### config.mk
export PLATFORM = sky130hd
export DESIGN_NAME = json_content_field_extractor_core
export DESIGN_NICKNAME = d
export VERILOG_FILES = /design/src/sv/jcfe_pkg.sv /design/src/sv/jcfe_parser.sv /design/src/sv/json_content_field_extractor_core.sv
export VERILOG_INCLUDE_DIRS = /design/src /design/src/sv
export SDC_FILE = /design/constraint.sdc
export NUM_CORES = 1
export LEC_CHECK = 0
export ABC_CLOCK_PERIOD_IN_PS = 2700
export BUFFER_PORTS_ARGS = -buffer_cell sky130_fd_sc_hd__buf_2
export CAP_MARGIN = 0
export CORE_ASPECT_RATIO = 0.75
export CORE_MARGIN = 2
export CORE_UTILIZATION = 52
export DETAILED_ROUTE_END_ITERATION = 16
export PLACE_DENSITY_LB_ADDON = 0.3
export SYNTH_ARGS = -nofsm -noshare
export SYNTH_HDL_FRONTEND = slang
export SYNTH_HIERARCHICAL = 1
export SYNTH_SLANG_ARGS = --single-unit
### constraint.sdc
create_clock -name i_clk -period 2.7 [get_ports i_clk]
set_clock_uncertainty 0.15 [all_clocks]
set_input_delay 0.54 -clock i_clk [delete_from_list [all_inputs] [get_ports i_clk]]
set_output_delay 0.54 -clock i_clk [all_outputs]
set_load 0.02 [all_outputs]
### src/sv/assert_macros.svh
// Assertion macros used by the top level of the content field extractor.
`ifndef ASSERT_MACROS_SVH
`define ASSERT_MACROS_SVH

// The expression holds at every clock edge outside reset.
`define ASSERT_ALWAYS(label, clk, rst_n, expr) \
    label: assert property (@(posedge clk) disable iff (!(rst_n)) (expr)) \
        else $error("assertion failed: expr");

// The antecedent implies the consequent in the same cycle.
`define ASSERT_IMPLY(label, clk, rst_n, ante, cons) \
    label: assert property (@(posedge clk) disable iff (!(rst_n)) (ante) |-> (cons)) \
        else $error("assertion failed: ante implies cons");

// The antecedent implies the consequent in the next cycle.
`define ASSERT_NEXT(label, clk, rst_n, ante, cons) \
    label: assert property (@(posedge clk) disable iff (!(rst_n)) (ante) |=> (cons)) \
        else $error("assertion failed: ante then cons");

`endif

### src/sv/jcfe_pkg.sv
// Types, constants and the key matcher function of the content field extractor.
package jcfe_pkg;

    localparam int BUFFER_BYTES = 1024;
    localparam int LEN_W        = ($clog2(BUFFER_BYTES) > 10) ? $clog2(BUFFER_BYTES) : 10;
    localparam int INDEX_W      = 10;
    localparam int KEY_LEN      = 11;
    localparam int POS_W        = $clog2(KEY_LEN);

    localparam logic [LEN_W-1:0] LEN_MAX = LEN_W'(BUFFER_BYTES - 1);

    localparam logic [7:0] CH_QUOTE     = 8'h22;
    localparam logic [7:0] CH_BACKSLASH = 8'h5C;
    localparam logic [7:0] CH_ZERO      = 8'h00;

    localparam logic [7:0] KEY_TEXT [KEY_LEN] = '{
        8'h22, 8'h63, 8'h6F, 8'h6E, 8'h74, 8'h65, 8'h6E, 8'h74, 8'h22, 8'h3A, 8'h22
    };

    // Longest proper border of the first q+1 key bytes.
    localparam logic [POS_W-1:0] KEY_FALLBACK [KEY_LEN] = '{
        POS_W'(0), POS_W'(0), POS_W'(0), POS_W'(0), POS_W'(0), POS_W'(0),
        POS_W'(0), POS_W'(0), POS_W'(1), POS_W'(0), POS_W'(1)
    };

    typedef struct packed {
        logic [7:0] data_byte;
        logic       chunk_end;
    } t_in_item;

    typedef struct packed {
        logic [7:0]         content_byte;
        logic [INDEX_W-1:0] buffer_index;
    } t_out_item;

    typedef struct packed {
        logic [POS_W-1:0] key_pos;
        logic             in_content;
        logic             escape;
        logic             stopped;
        logic [LEN_W-1:0] length;
    } t_parse_state;

    // One matcher step. Every border of this key is at most one byte long, so the
    // fallback chain is never deeper than the current position, its border and zero.
    function automatic logic [POS_W-1:0] next_key_pos(input logic [POS_W-1:0] pos,
                                                       input logic [7:0] b);
        logic [POS_W-1:0] q;
        logic [POS_W-1:0] f;
        q = (pos >= POS_W'(KEY_LEN)) ? '0 : pos;
        f = (q != '0) ? KEY_FALLBACK[q - 1'b1] : '0;
        if (KEY_TEXT[q] == b) begin
            return q + 1'b1;
        end else if (q != '0 && KEY_TEXT[f] == b) begin
            return f + 1'b1;
        end else if (KEY_TEXT[0] == b) begin
            return POS_W'(1);
        end
        return '0;
    endfunction

endpackage

### src/sv/jcfe_parser.sv
// Per-byte parser state: key matcher, content and escape tracking, response length.
module jcfe_parser (
    input  logic                  i_clk,
    input  logic                  i_rst_n,
    input  logic                  i_fire,
    input  jcfe_pkg::t_in_item    i_item,
    output logic                  o_emit,
    output jcfe_pkg::t_out_item   o_item,
    output jcfe_pkg::t_parse_state o_state
);
    import jcfe_pkg::*;

    t_parse_state r_state;
    t_parse_state n_state;
    logic [POS_W-1:0] key_next;

    assign key_next = next_key_pos(r_state.key_pos, i_item.data_byte);

    always_comb begin
        n_state = r_state;
        o_emit  = 1'b0;
        o_item.content_byte = i_item.data_byte;
        o_item.buffer_index = r_state.length[INDEX_W-1:0];
        if (!r_state.stopped) begin
            if (i_item.data_byte == CH_ZERO) begin
                n_state.stopped    = 1'b1;
                n_state.in_content = 1'b0;
                n_state.escape     = 1'b0;
            end else if (r_state.in_content) begin
                o_emit = 1'b1;
                if (r_state.escape) begin
                    n_state.escape = 1'b0;
                end else if (i_item.data_byte == CH_BACKSLASH) begin
                    n_state.escape = 1'b1;
                end else if (i_item.data_byte == CH_QUOTE) begin
                    o_emit = 1'b0;
                    n_state.in_content = 1'b0;
                    n_state.key_pos    = POS_W'(1);
                end
                if (r_state.length >= LEN_MAX) begin
                    o_emit = 1'b0;
                end
                if (o_emit) begin
                    n_state.length = r_state.length + 1'b1;
                end
            end else if (key_next == POS_W'(KEY_LEN)) begin
                n_state.key_pos    = '0;
                n_state.in_content = 1'b1;
                n_state.escape     = 1'b0;
            end else begin
                n_state.key_pos = key_next;
            end
        end
        if (i_item.chunk_end) begin
            n_state.key_pos    = '0;
            n_state.in_content = 1'b0;
            n_state.escape     = 1'b0;
            n_state.stopped    = 1'b0;
        end
    end

    always_ff @(posedge i_clk) begin
        if (!i_rst_n) begin
            r_state <= '0;
        end else if (i_fire) begin
            r_state <= n_state;
        end
    end

    assign o_state = r_state;

endmodule

### src/sv/json_content_field_extractor_core.sv
// Top level of the content field extractor: input register, parser and result register.
// The block scans a chunked byte stream for the key "content":" and passes on every byte
// that follows, up to the unescaped closing quote, with its position in the response; a
// backslash and the byte after it are passed on raw. It takes one byte per clock cycle
// while the output is not stalled, and a result is presented at the edge where the
// parser moves its byte from the input register into the result register. A stalled
// result holds the input register and stalls the input. A zero byte silences the rest
// of its chunk, all matching state clears at each chunk end, and once the response
// holds BUFFER_BYTES - 1 bytes further content bytes are dropped.
`include "assert_macros.svh"

module json_content_field_extractor_core (
    input  logic                i_clk,
    input  logic                i_rst_n,
    input  logic                i_in_valid,
    output logic                o_in_stall,
    input  jcfe_pkg::t_in_item  i_in_item,
    output logic                o_out_valid,
    input  logic                i_out_stall,
    output jcfe_pkg::t_out_item o_out_item
);
    import jcfe_pkg::*;

    logic         r_in_valid;
    t_in_item     r_in_item;
    logic         r_out_valid;
    t_out_item    r_out_item;
    logic         out_free;
    logic         fire;
    logic         emit;
    t_out_item    result;
    t_parse_state state;

    assign out_free   = !r_out_valid || !i_out_stall;
    assign fire       = r_in_valid && out_free;
    assign o_in_stall = r_in_valid && !out_free;

    always_ff @(posedge i_clk) begin
        if (!i_rst_n) begin
            r_in_valid <= 1'b0;
        end else if (!o_in_stall) begin
            r_in_valid <= i_in_valid;
        end
    end

    always_ff @(posedge i_clk) begin
        if (!o_in_stall && i_in_valid) begin
            r_in_item <= i_in_item;
        end
    end

    jcfe_parser u_parser (
        .i_clk   (i_clk),
        .i_rst_n (i_rst_n),
        .i_fire  (fire),
        .i_item  (r_in_item),
        .o_emit  (emit),
        .o_item  (result),
        .o_state (state)
    );

    always_ff @(posedge i_clk) begin
        if (!i_rst_n) begin
            r_out_valid <= 1'b0;
        end else if (out_free) begin
            r_out_valid <= fire && emit;
        end
    end

    always_ff @(posedge i_clk) begin
        if (out_free && fire && emit) begin
            r_out_item <= result;
        end
    end

    assign o_out_valid = r_out_valid;
    assign o_out_item  = r_out_item;

    `ASSERT_ALWAYS(a_key_pos_range, i_clk, i_rst_n, state.key_pos < POS_W'(KEY_LEN))
    `ASSERT_IMPLY(a_stop_closes_content, i_clk, i_rst_n, state.stopped, !state.in_content)
    `ASSERT_IMPLY(a_escape_in_content, i_clk, i_rst_n, state.escape, state.in_content)
    `ASSERT_NEXT(a_emit_reaches_output, i_clk, i_rst_n, fire && emit, r_out_valid)

endmodule
==> flow_summary.ini, run 1 <==
[status]
status = finished, final reports clean

[route]
drt.antenna.violating_nets = 0
wl_per_cell_um = 15.3
drc_errors = 0
drt-total-wl_um = 4980
viasPerCell = 5.84
drt_iter0_drc = 110
vias = 1898
drt_pre_antenna_iters = 4

[placed_design]
globalplace.congestion = 0.883
port_buffers = 32
place_hpwl_um = 3600

[grt]
antenna_found_initial = 0
grt_max_degree = 21
grt_pass1_wl_um = 7860
overflow = 0
grt_use_total = 0.203
grt_pass1_vias = 1666

[setup_path]
crit_required_ns = 2.74
path_cells = o21ai_0 -> nand2_1 -> buf_4 -> ha_2 -> nand4bb_4 -> nand2_1 -> a311oi_2 -> nor4_4 -> a21oi_2 -> a311o_1
slowest_delay_ns = 0.43
critPathLaunchType = flop
slowest_stage = nor4_4
crit_top_cell = nand2_1
cp-end-kind = flop
cp_max_fo = 6
arrival_ns = 2.64
r2r_slack_ns = 0.1
critPathKind = reg -> reg

[power]
sequentialPowerShare = 0.607
ir_worst_vdd_mv = 0.325
p_switching_uw = 272
p_int_uw = 978
powerDensity_mw_per_mm2 = 450
leakagePower_uw = 0.000971
p_comb_frac = 0.044
clkPwrFrac = 0.349
finalPower_uw = 1250
p_sw_frac = 0.218

[layout]
nFillCells = 377
num_antenna_cells = 0
drive_above_1_share = 0.276
area_growth_pct = 15.3
layout.nets = 285

[sta]
setup_tns_ns = 0
finalHoldViolCount = 0
slew_headroom = 0.532
rsz0062_at_grt = true
tightest_slew_ns = 0.700
max_freq_mhz = 384
period_needed_ns = 2.60
finalSetupViolCount = 0
min_period_over_period = 0.964
slew_viol_final = 0

[floorplanning]
num_rows = 21
coreArea_mm2 = 0.00447
chipWidth_um = 82.6
io_pins = 33
initial_core_util = 0.539
die_area_mm2 = 0.00520
dieHeight_um = 62.9

[job]
cap_viol_max_count = 0

[clock_tree]
cts_buffer_depth = 2
clock_sinks = 46
cts_buffers = 5
cts.htree.levels = 2
root_buffer = clkbuf_8
tritoncts = done
postCtsHoldBufs = 0
clk_pin_slew_worst_paths_ns = 0.08
clk_latency_ns = 0.30

[yosys]
synth_warnings = 6
netlist_instances = 228
syn_area_mm2 = 0.00241
synth_fp_nets = 246
syn_avg_cell_area_um2 = 10.6

[hold_path]
hold_path.class = in -> reg
power groups by stage:
| stage | logic, µW | registers (µW) | clock network [µW] |
|---|---|---|---|
| global route | 59.6 | 761 | 464 |
| finish | 54.8 | 760 | 436 |
| global placement | 52.3 | 776 | 0 |
| floorplan | 38.1 | 772 | 0 |
| CTS | 53.1 | 759 | 442 |
| detailed placement | 52.9 | 776 | 0 |
cell usage in the layout, fill, tap and decap left out, drive strengths merged, types with 6 or more instances in the layout:
cell type  instances
edfxtp            27
clkbuf             6
and2               9
nor3               6
a21oi              7
buf               47
nand2             18
nand3              9
nor2b              7
or3                6
dfxtp             19
o21ai             12
inv               10
nor2               6
area by class of cell:
class                      count  area (µm²)  share of cell area
sequential                    46        1190               0.429
clock buffer                   6        82.6              0.0297
multi-input combinational    157        1110               0.399
inverter                      10        37.5              0.0135
tap                           57        71.3              0.0257
clock inverter                 2        12.5             0.00451
timing repair buffer          47         273              0.0982
flip-flops by register name, summed over array words and instances, names as in the netlist:
signal and count:
o_out_item 18, u_parser/o_item 10, r_in_item 9, u_parser/o_state 7, o_out_valid 1, r_in_valid 1
worst paths after layout:
check                                             to                 start  depth (start not counted)
worst max-delay path            u_parser/o_state[13]  u_parser/o_state[13]                         10
worst min-delay path                    r_in_item[2]          i_in_item[2]                          1
worst min register to register         o_out_item[9]    u_parser/o_item[9]                          0
worst max register to register  u_parser/o_state[13]  u_parser/o_state[13]                         10
critical path, delay by kind of cell (launching register included):
kind                     cells  cell delay, ns
adder cells (fa/ha/maj)      1            0.32
AO/OA/AOI/OAI                4            0.69
flip-flops                   1            0.34
buffers and inverters        1            0.15
AND/OR/NAND/NOR              4            0.85
per-layer routing:
layer,global-route usage,wire length (µm)
met1,0.298,2390
met2,0.291,2170
met3,0.0448,348
met4,0.0758,74
met5,0,0
metrics by stage:
stage / cell area [µm²] / setup slack, ns / instances / util / hold slack, ns
finish: 2780 / 0.0977 / 325 / 0.622 / 0.262
global route: 2780 / -0.0573 / 325 / 0.622 / 0.252
detailed placement: 2650 / 0.0926 / 317 / 0.592 / 0.324
floorplan: 2410 / 0.0171 / 228 / - / 0.295
global placement: 2650 / 0.0881 / 317 / 0.592 / 0.326
CTS: 2740 / 0.0703 / 325 / 0.613 / 0.253
repair_timing:
item | in CTS | in global routing
setup buffers | 0 | 0
setup endpoints to repair | 0 | 3
hold endpoints to repair | 0 | 0
resized for setup | 0 | 6
No activity file was read; power rests on OpenSTA's default activity.
==> inputs of run 2 (changes only) <==
--- a/config.mk
+++ b/config.mk
@@ -13,7 +13,7 @@
 export CORE_MARGIN = 2
 export CORE_UTILIZATION = 52
 export DETAILED_ROUTE_END_ITERATION = 16
-export PLACE_DENSITY_LB_ADDON = 0.3
+export PLACE_DENSITY = 0.77
 export SYNTH_ARGS = -nofsm -noshare
 export SYNTH_HDL_FRONTEND = slang
 export SYNTH_HIERARCHICAL = 1
==> flow_summary.ini, run 2 (synthesized netlist as in run 1, its figures left out) <==
[setup_path]
critPathLaunchType = flop
path_delay_family = compound AO/OA/AOI/OAI gates
arrival_ns = 2.62
critPathBufInv = 0
crit_required_ns = 2.74
cp-end-kind = flop
slowest_delay_ns = 0.42
path_cells = o21ai_0 -> nand2_1 -> ha_2 -> a2111oi_0 -> a311o_1 -> or3_4 -> and2_4 -> a311o_1
critPathKind = reg -> reg
crit_top_cell = a311o_1
slowest_stage = ha_2
cp_max_fo = 6
r2r_slack_ns = 0.12
reg2reg_from = u_parser/o_state[14]
cp-startpoint = u_parser/o_state[14]

[layout]
area_growth_pct = 14.0
drive_above_1_share = 0.257
layout_common_cells = 32 x buf_2, 27 x edfxtp_1, 19 x dfxtp_1
layout.nets = 285
num_antenna_cells = 0
largest_reg_flops = 18
final_common_cell = buf_2

[hold_path]
min-delay-start = i_in_item[8]
hold_path.class = in -> reg

[sta]
hold_slack_ns = 0.259
min_period_over_period = 0.954
finalSetupViolCount = 0
period_needed_ns = 2.58
max_freq_mhz = 388
worst_slack_ns = 0.123
tightest_slew_ns = 0.513
slew_viol_final = 0
setup_tns_ns = 0
slew_headroom = 0.655
rsz0062_at_grt = false
finalHoldViolCount = 0

[route]
viasPerCell = 5.80
wl_per_cell_um = 15.1
drt.antenna.violating_nets = 0
drc_errors = 0
drt_iter0_drc = 203
drt_pre_antenna_iters = 4
vias = 1886
drt-total-wl_um = 4910

[clock_tree]
tritoncts = done
cts.htree.levels = 2
root_buffer = clkbuf_8
cts_buffers = 5
clock_sinks = 46
clk_pin_slew_worst_paths_ns = 0.08
clk_latency_ns = 0.30
cts_buffer_depth = 2
postCtsHoldBufs = 0

[power]
leakagePower_uw = 0.000973
powerDensity_mw_per_mm2 = 453
ir_worst_vdd_mv = 0.290

[grt]
grt_max_degree = 21
antenna_found_initial = 0
grt_pass1_wl_um = 8130
grt_pass1_vias = 1749
grt_use_total = 0.209
overflow = 0

[floorplanning]
num_rows = 21
chipWidth_um = 82.6
dieHeight_um = 62.9
die_area_mm2 = 0.00520
initial_core_util = 0.539
io_pins = 33
coreArea_mm2 = 0.00447

[placed_design]
place_hpwl_um = 3630
preCtsSetupSlack_ns = 0.134
globalplace.congestion = 0.878
port_buffers = 32

[job]
cap_viol_max_count = 0

[status]
status = finished, final reports clean
## run 2: cell count changes in the layout (fill, tap and decap cells not counted), sizes merged
cell / previous run / this run
clkinvlp: 1 / 0
clkbuf: 6 / 7
## run 2: final timing paths
| check | end | cells past startpoint |
|---|---|---|
| worst max register to register | u_parser/o_state[13] | 8 |
| worst min register to register | o_out_item[8] | 0 |
| worst max-delay path | u_parser/o_state[13] | 8 |
| worst min-delay path | r_in_item[8] | 1 |
## run 2: per-layer routing
| metal | track usage | wire (µm) |
|---|---|---|
| met1 | 0.300 | 2300 |
| met2 | 0.298 | 2200 |
| met3 | 0.0578 | 313 |
| met4 | 0.0799 | 98 |
| met5 | 0 | 0 |
## run 2: where the power goes
group	switching [µW]	internal (µW)	total (µW)
sequential	10.2	748	758
combinational	31.6	25.4	57.0
clock	221	206	427
## run 2: stage by stage
| step | utilization | total power (µW) | instance area [µm²] | instances |
|---|---|---|---|---|
| after floorplan | - | 810 | 2410 | 228 |
| after global placement | 0.592 | 829 | 2650 | 317 |
| after detailed placement | 0.592 | 830 | 2650 | 317 |
| after CTS | 0.613 | 1250 | 2740 | 325 |
| after global routing | 0.615 | 1290 | 2750 | 325 |
| final | 0.615 | 1240 | 2750 | 325 |
## run 2: layout make-up
type	instances	area, µm²
clock buffers	7	86.3
multi-input cells	157	1080
clock inverters	1	5.00
flip-flops and latches	46	1190
fillers	374	1720
repair buffers	47	273
well taps	57	71.3
inverters	10	37.5
## run 2: timing repair
item,4_1_cts,5_1_grt
setup endpoints to repair,0,2
gates resized for setup,0,2
setup buffers,0,0
==> inputs of run 3 (changes only) <==
--- a/config.mk
+++ b/config.mk
@@ -6,6 +6,7 @@
 export SDC_FILE = /design/constraint.sdc
 export NUM_CORES = 1
 export LEC_CHECK = 0
+export ABC_AREA = 1
 export ABC_CLOCK_PERIOD_IN_PS = 2700
 export BUFFER_PORTS_ARGS = -buffer_cell sky130_fd_sc_hd__buf_2
 export CAP_MARGIN = 0
==> flow_summary.ini, run 3 <==
[sta]
finalSetupViolCount = 0
setup_tns_ns = 0
hold_slack_ns = 0.264
slew_headroom = 0.735
max_freq_mhz = 393
tightest_slew_ns = 0.397
period_needed_ns = 2.55
finalHoldViolCount = 0
slew_viol_final = 0
min_period_over_period = 0.944

[grt]
overflow = 0
antenna_found_initial = 0
grt_max_degree = 16
grt_pass1_vias = 1753
grt_use_total = 0.191
grt_pass1_wl_um = 7950

[setup_path]
critPathKind = reg -> reg
cp-end-kind = flop
arrival_ns = 2.59
cp_max_fo = 6
critPathLaunchType = flop
reg2reg_from = u_parser/o_state[14]
cp-startpoint = u_parser/o_state[14]
crit_required_ns = 2.74
r2r_cells = 17

[clock_tree]
postCtsHoldBufs = 0
cts_buffers = 5
cts.htree.levels = 2
clk_latency_ns = 0.30
tritoncts = done
clock_sinks = 46
clk_pin_slew_worst_paths_ns = 0.08
post_cts_buffers = 0
cts_buffer_depth = 2
root_buffer = clkbuf_8

[route]
drt_pre_antenna_iters = 4
viasPerCell = 5.19
vias = 1911
drt_iter0_drc = 149
drc_errors = 0
wl_per_cell_um = 12.8
drt.antenna.violating_nets = 0
drt-total-wl_um = 4720

[floorplanning]
chipWidth_um = 83.2
io_pins = 33
coreArea_mm2 = 0.00449
initial_core_util = 0.544
die_area_mm2 = 0.00527
num_rows = 21
dieHeight_um = 63.4

[layout]
layout.nets = 328
nFillCells = 369
layout_common_cells = 48 x nand2_1, 42 x inv_1, 32 x buf_2
num_antenna_cells = 0
area_growth_pct = 14.0
final_cells = 368
largest_reg_flops = 18
drive_above_1_share = 0.289
final_util = 0.621
final_common_cell = nand2_1

[power]
ir_worst_vdd_mv = 0.358
powerDensity_mw_per_mm2 = 455
leakagePower_uw = 0.00119

[yosys]
netlist_instances = 276
synth_fp_nets = 294
syn_avg_cell_area_um2 = 8.86
syn_area_mm2 = 0.00245
synth_warnings = 6

[placed_design]
globalplace.congestion = 0.883
place_hpwl_um = 3500
dpl.cell_count = 360
port_buffers = 32

[hold_path]
min-delay-start = i_in_item[4]
hold_path.class = in -> reg
whs_path_depth = 1

[job]
cap_viol_max_count = 0

[status]
status = finished, final reports clean
-- run 3: metrics by stage --
step	area, µm²	setup WS (ns)	total power (µW)
2_1_floorplan	2450	0.184	850
3_3_place_gp	2650	0.183	867
3_5_place_dp	2650	0.0233	869
4_1_cts	2740	0.0400	1280
5_1_grt	2790	-0.0286	1320
6_report	2790	0.152	1270
-- run 3: where the power goes --
| part | internal (µW) | switching [µW] |
|---|---|---|
| combinational | 32.1 | 63.0 |
| clock | 182 | 233 |
| sequential | 748 | 11.5 |
-- run 3: path summary, 6_finish.rpt --
| kind | slack (ns) | end |
|---|---|---|
| setup / recovery | 0.15 | u_parser/o_state[13] |
| hold / removal | 0.26 | r_in_item[4] |
| setup reg to reg | 0.15 | u_parser/o_state[13] |
| hold reg to reg | 0.31 | o_out_item[6] |
-- run 3: critical path: stages, from the launching register on --
cell and delay, ns:
dfxtp_4 0.37, nand2_2 0.13, a21oi_4 0.09, nor2_2 0.15, inv_1 0.12, ha_1 0.21
inv_1 0.12, nand2_1 0.09, nand2_1 0.08, nand3_1 0.12, nor2_4 0.14, nand3_4 0.13
nor3_2 0.15, nand2_2 0.12, nand3_1 0.09, nand2_1 0.06, nand2_1 0.07, a21oi_2 0.05
-- run 3: area by class of cell --
class,count,area [µm²],area share
inverter,50,190,0.0682
tap,57,71.3,0.0256
clock buffer,5,68.8,0.0247
multi-input combinational,171,1050,0.376
sequential,46,1200,0.430
clock inverter,3,21.3,0.00763
timing repair buffer,36,190,0.0682
-- run 3: repair_timing --
| action | 4_1_cts | 5_1_grt |
|---|---|---|
| pin swaps | 0 | 4 |
| setup endpoints to repair | 1 | 6 |
| resized for setup | 2 | 13 |
-- run 3: metal layers --
metal	wire [µm]	GRT usage	up-vias	part of all wire
li1	-	-	989	-
met3	248	0.0393	10	0.053
met5	0	0	-	0
met4	85	0.0738	0	0.018
met2	2020	0.282	54	0.43
met1	2370	0.275	858	0.50
